$ cat src/sv/lfsrkw_pkg.sv
// Package: item types, step control struct and keystream functions for the word decryptor.
package lfsrkw_pkg;

    localparam int unsigned WORD_W  = 16;
    localparam int unsigned STATE_W = 32;

    typedef struct packed {
        logic [WORD_W-1:0] cipher_word;
        logic              last_word;
    } t_in_item;

    typedef struct packed {
        logic [WORD_W-1:0] plain_word;
        logic              last_out;
    } t_out_item;

    typedef struct packed {
        logic advance;
        logic last;
    } t_step;

    function automatic logic [STATE_W-1:0] scramble(input logic [STATE_W-1:0] k);
        logic [STATE_W-1:0] d;
        logic [STATE_W-1:0] t;
        d = (k >> 1) ^ k;
        t = ((k >> 15) & 32'h0000_2000) | (k & 32'h0100_0000);
        t = (t >> 1) | (k & 32'h0002_0000);
        t = (t >> 2) | (k & 32'h0000_1000);
        t = (t >> 3) | (((k >> 7) ^ k) & 32'h0008_0000);
        t = (t >> 1) | (((k >> 15) ^ k) & 32'h0000_4000);
        t = (t >> 2) | (k & 32'h0000_2000);
        t = ((t >> 2) | (d & 32'h0000_0040) | (k & 32'h0000_0020)) >> 1;
        t = t | (((k >> 9) ^ (k << 8)) & 32'h0000_0800);
        t = t | (((k >> 20) ^ (k << 1)) & 32'h0000_0004);
        t = t | (((k << 3) ^ (k >> 16)) & 32'h0000_4000);
        t = t | (((k >> 2) ^ (k >> 16)) & 32'h0000_0080);
        t = t | (((k << 6) ^ (k >> 7)) & 32'h0000_0100);
        t = t | ((k & 32'h0000_0100) << 7);
        return t;
    endfunction

    function automatic logic [WORD_W-1:0] keystream(input logic [STATE_W-1:0] k);
        logic [STATE_W-1:0] s;
        logic [WORD_W-1:0]  hi;
        logic [WORD_W-1:0]  lo;
        s  = scramble(k);
        hi = s[23:8];
        lo = {s[7:1], s[0] | k[0], 8'h00};
        return hi + lo;
    endfunction

    function automatic logic feedback(input logic [STATE_W-1:0] k);
        return k[0] ^ k[10] ^ k[30] ^ k[31];
    endfunction

endpackage

$ cat src/sv/lfsrkw_state.sv
// Key seed register and 32-bit shift register with reload after the last word.
module lfsrkw_state
    import lfsrkw_pkg::*;
(
    input  logic               i_clk,
    input  logic               i_rst_n,
    input  logic               i_cfg_we,
    input  logic [STATE_W-1:0] i_cfg_wdata,
    input  t_step              i_step,
    output logic [STATE_W-1:0] o_k
);

    logic [STATE_W-1:0] r_key_seed;
    logic [STATE_W-1:0] r_shift;
    logic               r_reload;
    logic [STATE_W-1:0] n_shift;
    logic               n_reload;

    assign o_k = r_reload ? r_key_seed : r_shift;

    always_comb begin
        n_shift  = r_shift;
        n_reload = r_reload;
        if (i_step.advance) begin
            n_shift  = {feedback(o_k), o_k[STATE_W-1:1]};
            n_reload = i_step.last;
        end
    end

    always_ff @(posedge i_clk) begin
        if (!i_rst_n) begin
            r_key_seed <= '0;
            r_shift    <= '0;
            r_reload   <= 1'b1;
        end else begin
            if (i_cfg_we) begin
                r_key_seed <= i_cfg_wdata;
            end
            r_shift  <= n_shift;
            r_reload <= n_reload;
        end
    end

endmodule

$ cat src/sv/lfsrkw_xor.sv
// Keystream derivation and ciphertext XOR for one staged item.
module lfsrkw_xor
    import lfsrkw_pkg::*;
(
    input  t_in_item           i_item,
    input  logic [STATE_W-1:0] i_k,
    output t_out_item          o_item
);

    assign o_item.plain_word = i_item.cipher_word ^ keystream(i_k);
    assign o_item.last_out   = i_item.last_word;

endmodule

$ cat src/sv/lfsr_keystream_word_decryptor_unit.sv
// Top level: two-register stream decryptor for 16-bit words.
//
//  channel  | direction | handshake                    | payload
//  ---------+-----------+------------------------------+------------------------
//  in       | input     | i_in_valid / o_in_ready      | i_in_item  (t_in_item)
//  out      | output    | o_out_valid / i_out_ready    | o_out_item (t_out_item)
//  config   | input     | i_cfg_we (no wait)           | i_cfg_wdata (key seed)
//
// One item per cycle sustained while the result is not stalled; each accepted item is registered
// in the input stage, then in the result register. The shift register steps at acceptance, so
// its feedback loop sets the rate. Synchronous active-low reset empties both
// stages and arms a reload from the key seed. A stalled result holds the output
// register and the input stage; the input side keeps accepting while either stage has room.
module lfsr_keystream_word_decryptor_unit
    import lfsrkw_pkg::*;
(
    input  logic               i_clk,
    input  logic               i_rst_n,
    input  logic               i_in_valid,
    output logic               o_in_ready,
    input  t_in_item           i_in_item,
    output logic               o_out_valid,
    input  logic               i_out_ready,
    output t_out_item          o_out_item,
    input  logic               i_cfg_we,
    input  logic [STATE_W-1:0] i_cfg_wdata
);

    logic               r_s1_valid;
    t_in_item           r_s1_item;
    logic [STATE_W-1:0] r_s1_k;
    logic               r_out_valid;
    t_out_item          r_out_item;

    logic               in_acc;
    logic               s2_room;
    logic               s1_move;
    logic [STATE_W-1:0] k_now;
    t_step              step;
    t_out_item          xor_item;

    assign s2_room    = !r_out_valid || i_out_ready;
    assign s1_move    = r_s1_valid && s2_room;
    assign o_in_ready = !r_s1_valid || s2_room;
    assign in_acc     = i_in_valid && o_in_ready;

    assign step.advance = in_acc;
    assign step.last    = i_in_item.last_word;

    lfsrkw_state u_state (
        .i_clk       (i_clk),
        .i_rst_n     (i_rst_n),
        .i_cfg_we    (i_cfg_we),
        .i_cfg_wdata (i_cfg_wdata),
        .i_step      (step),
        .o_k         (k_now)
    );

    lfsrkw_xor u_xor (
        .i_item (r_s1_item),
        .i_k    (r_s1_k),
        .o_item (xor_item)
    );

    always_ff @(posedge i_clk) begin
        if (!i_rst_n) begin
            r_s1_valid  <= 1'b0;
            r_out_valid <= 1'b0;
        end else begin
            if (in_acc) begin
                r_s1_valid <= 1'b1;
            end else if (s1_move) begin
                r_s1_valid <= 1'b0;
            end
            if (s1_move) begin
                r_out_valid <= 1'b1;
            end else if (i_out_ready) begin
                r_out_valid <= 1'b0;
            end
        end
    end

    always_ff @(posedge i_clk) begin
        if (in_acc) begin
            r_s1_item <= i_in_item;
            r_s1_k    <= k_now;
        end
        if (s1_move) begin
            r_out_item <= xor_item;
        end
    end

    assign o_out_valid = r_out_valid;
    assign o_out_item  = r_out_item;

endmodule

$ cat config.mk
export PLATFORM = sky130hd
export DESIGN_NAME = lfsr_keystream_word_decryptor_unit
export DESIGN_NICKNAME = d
export VERILOG_FILES = /design/src/sv/lfsrkw_pkg.sv /design/src/sv/lfsrkw_state.sv /design/src/sv/lfsrkw_xor.sv /design/src/sv/lfsr_keystream_word_decryptor_unit.sv
export SDC_FILE = /design/constraint.sdc
export NUM_CORES = 1
export LEC_CHECK = 0
export ABC_AREA = 1
export BUFFER_PORTS_ARGS = -buffer_cell sky130_fd_sc_hd__buf_2
export CORE_ASPECT_RATIO = 0.8
export CORE_MARGIN = 1
export CORE_UTILIZATION = 40
export CTS_CLUSTER_SIZE = 30
export DETAILED_ROUTE_END_ITERATION = 10
export GPL_TIMING_DRIVEN = 0
export HOLD_SLACK_MARGIN = 0.02
export PLACE_DENSITY = 0.6
export SYNTH_ARGS = -nofsm -noshare
export SYNTH_HDL_FRONTEND = slang
export SYNTH_SLANG_ARGS = --single-unit
$ cat constraint.sdc
create_clock -name i_clk -period 1.96 [get_ports i_clk]
set_clock_uncertainty 0.05 [all_clocks]
set_input_delay 0.294 -clock i_clk [delete_from_list [all_inputs] [get_ports i_clk]]
set_output_delay 0.294 -clock i_clk [all_outputs]
set_load 0.01 [all_outputs]
==> out/summary.log <==
INFO  status         run_status=finished, final reports clean
INFO  cts            cts_inserted_buffers=17
INFO  setup_path     critPathLaunchType=register
INFO  layout         fin_cells=742
INFO  synthesis      synth_top_flop_cell=dfxtp_1
INFO  floorplan      core_area=0.0115mm²
INFO  layout         final-seq-area=0.00308mm²
INFO  global_route   grt_pass1_vias=3,363
INFO  global_route   antenna_found_initial=0
INFO  global_route   grt_usage=18.8%
INFO  power_and_ir_drop p_leak=2.51nW
INFO  routing        number_of_iterations_in_the_first_detailed_routing_pass=5
INFO  placement      io_buf_count=70
INFO  synthesis      synth_most_common_cell=nand2_1
INFO  synthesis      area_of_the_mapped_netlist=0.00474mm²
INFO  layout         area.growth.synth_to_final=27.2%
INFO  setup_path     crit_start=o_out_valid$_SDFFE_PN0P_
INFO  layout         antennaDiodeCount=0
INFO  timing         final-setup-viol-count=0
INFO  floorplan      die-area=0.0123mm²
INFO  synthesis      synth_enable_flop_cells=58
INFO  cts            cts_setup_buffers=0
INFO  synthesis      ys_top_cells_by_count=nand2_1, nor2_1, dfxtp_1
INFO  timing         finalWorstSetupSlack=0.236ns
INFO  cts            cts_tree=yes
INFO  timing         max_slew_margin_vs_limit=57.5%
INFO  synthesis      yosys.area.top_type_share=36.7%
INFO  synthesis      sequential_area_share_after_synthesis=65.0%
INFO  placement      gp_congestion=0.820
INFO  routing        drt-vias-per-instance=4.73
INFO  worst_hold_path hold_path_class=input port to register
INFO  placement      hpwl=7140µm
INFO  synthesis      post_synthesis_sequential_element_count=125
INFO  setup_path     worstPathCellList=nand3_2, nand2_2, inv_2, buf_4
INFO  timing         fmax=580MHz
INFO  cts            clk_tree_root_cell=clkbuf_16
INFO  synthesis      postSynth.asyncResetShare=0%
INFO  layout         final.fill_count=1,048
INFO  routing        antenna_left=0
INFO  routing        wire_per_inst=14.0µm
INFO  synthesis      post_synth_num_cell_types=23
INFO  global_route   grt_start_max_net_pins=51
INFO  synthesis      syn-mean-instance-area=10.0µm²
INFO  power_and_ir_drop total_power=6.57mW
INFO  setup_path     timing.critical_path.slowest_stage_cell=buf_4
INFO  power_and_ir_drop peakVddDrop=712µV
INFO  placement      post_place_cell_area=0.00529mm²
INFO  cts            clk_pin_slew=0.05ns
INFO  timing         worst_slew_pin_slew=0.638ns
INFO  global_route   aggregate_global_routing_overflow=0
INFO  floorplan      die_h=99.4µm
INFO  synthesis      total_of_warnings_raised_by_yosys=0
INFO  layout         postLayoutCoreUtil=52.4%
INFO  routing        detail_route.wirelength=10,400µm
INFO  timing         final.period_utilization=87.9%
INFO  setup_path     critPathCaptureType=register
INFO  layout         finalNetCount=635
INFO  routing        detailedRoute.firstIterationViolations=290
INFO  floorplan      floorplan.initialDensity=41.2%
INFO  timing         max_slew_violations=0
INFO  floorplan      fp-row-count=35
INFO  synthesis      yosys-top-cells-area=edfxtp_1, dfxtp_1, nand2_1
INFO  cts            worstSkewPairLatency=0.41ns
INFO  synthesis      post_synthesis_net_count=528
INFO  floorplan      fp.dieW=124µm
INFO  setup_path     crit_path_max_cell_delay=0.53ns
INFO  setup_path     timing_worst_setup_path_type=register to register
INFO  global_route   grt_first_pass_wirelength=16,700µm
INFO  timing         timing.hold.ws=0.0560ns
INFO  timing         setup_tns=0ns
INFO  layout         design_area_final=0.00603mm²
INFO  setup_path     critPathArrivalTime=1.71ns
INFO  job            max_cap_viol_count=0
INFO  cts            cts_buffer_depth=2
INFO  timing         report.final.hold_viol_count=0
INFO  timing         grt_setup_unrepaired=false
INFO  cts            tritoncts_num_sinks=125
INFO  cts            htreeDepth=4
INFO  synthesis      synth_largest_area_cell=edfxtp_1
INFO  routing        via_count=3,510
INFO  placement      dp_cells=693
INFO  floorplan      count_of_pins_on_the_block_boundary=73
INFO  setup_path     regToRegStartpoint=o_out_valid$_SDFFE_PN0P_
INFO  power_and_ir_drop cellPowerDensity=1090mW/mm²
INFO  synthesis      number_of_cells_produced_by_synthesis=474
INFO  setup_path     cp_max_fo=50
INFO  worst_hold_path worst_hold_startpoint=i_cfg_wdata[19]
INFO  layout         layout-drive-gt1-share=21.0%
INFO  layout         multiInputGateArea=0.00138mm²
INFO  timing         layout_min_cycle_time=1.72ns
INFO  setup_path     worstPathRequired=1.95ns
INFO  placement      dp_worst_setup_slack=-0.200ns
INFO  routing        drc=0
[power breakdown]
group          total (mW)  internal, mW  switching (mW)  leakage (nW)
registers            3.03          2.95          0.0757          1.13
logic               0.592         0.246           0.346          1.09
clock network        2.95          1.90            1.04         0.286
[critical path: cells and delay by family, from the launching register on]
family / cells / cell delay (ns)
buffers and inverters: 2 / 0.68
flip-flops: 1 / 0.35
AND/OR/NAND/NOR: 2 / 0.25
[area by class of cell]
type                    count  area share [%]
well taps                 148            3.07
multi-input cells         290            22.8
plain buffers              27            2.72
repair buffers             88            8.82
clock inverters             7           0.996
clock buffers              25            8.40
flip-flops and latches    125            51.1
inverters                  32            2.03
[path summary, 6_finish.rpt]
check	slack, ns	end	cells after the start
hold reg to reg	0.37	o_out_item[0]$_DFFE_PP_	0
setup reg to reg	0.24	r_s1_k[0]$_DFFE_PP_	4
hold / removal	0.06	u_state.r_key_seed[19]$_SDFFE_PN0P_	3
setup / recovery	0.24	r_s1_k[0]$_DFFE_PP_	4
[cells in the final DEF, fill, tap and decap left out]
cell and n:
nand2_1 83, buf_2 81, nor2_1 68, dfxtp_1 67, edfxtp_1 58, o21ai_0 57
inv_1 28, a21oi_1 25, o21ai_1 21, clkbuf_16 18, dlygate4sd3_1 17, xnor2_1 16
clkbuf_1 12, xor2_1 8, buf_6 6, a31oi_1 6, clkinv_2 6, buf_4 3
clkbuf_8 3, inv_2 2, a21oi_2 2, nand3_2 1, nand2_2 1, inv_4 1
clkinv_1 1, o211ai_1 1, nand3_1 1, bufinv_16 1
[layer usage]
layer  up-vias  global-route usage [%]  routed length, µm
met5         -                       0                  0
met4         0                    9.55                129
met3        12                    5.33                654
met2       104                    27.3               4690
met1      1615                    25.4               4910
li1       1779                       -                  -
[cell families after synthesis]
family | count (synthesis) | share of synthesized area [%]
flops | 125 | 65.0
xor+xnor | 24 | 4.44
simple gates | 154 | 12.4
buf+inv | 59 | 5.99
compound gates | 112 | 12.1
[state kept, by name, indices dropped and copies added (netlist names)]
register,cells
o_out_valid,1
r_s1_valid,1
o_out_item,17
u_state.r_key_seed,32
r_s1_k,24
u_state.r_reload,1
r_s1_item,17
u_state.r_shift,32
[timing repair]
item,4_1_cts,5_1_grt
resized for setup,1,0
endpoints found under the hold margin,17,0
endpoints found under the setup margin,49,0
hold buffers,17,0
No activity file was read; power rests on OpenSTA's default activity.
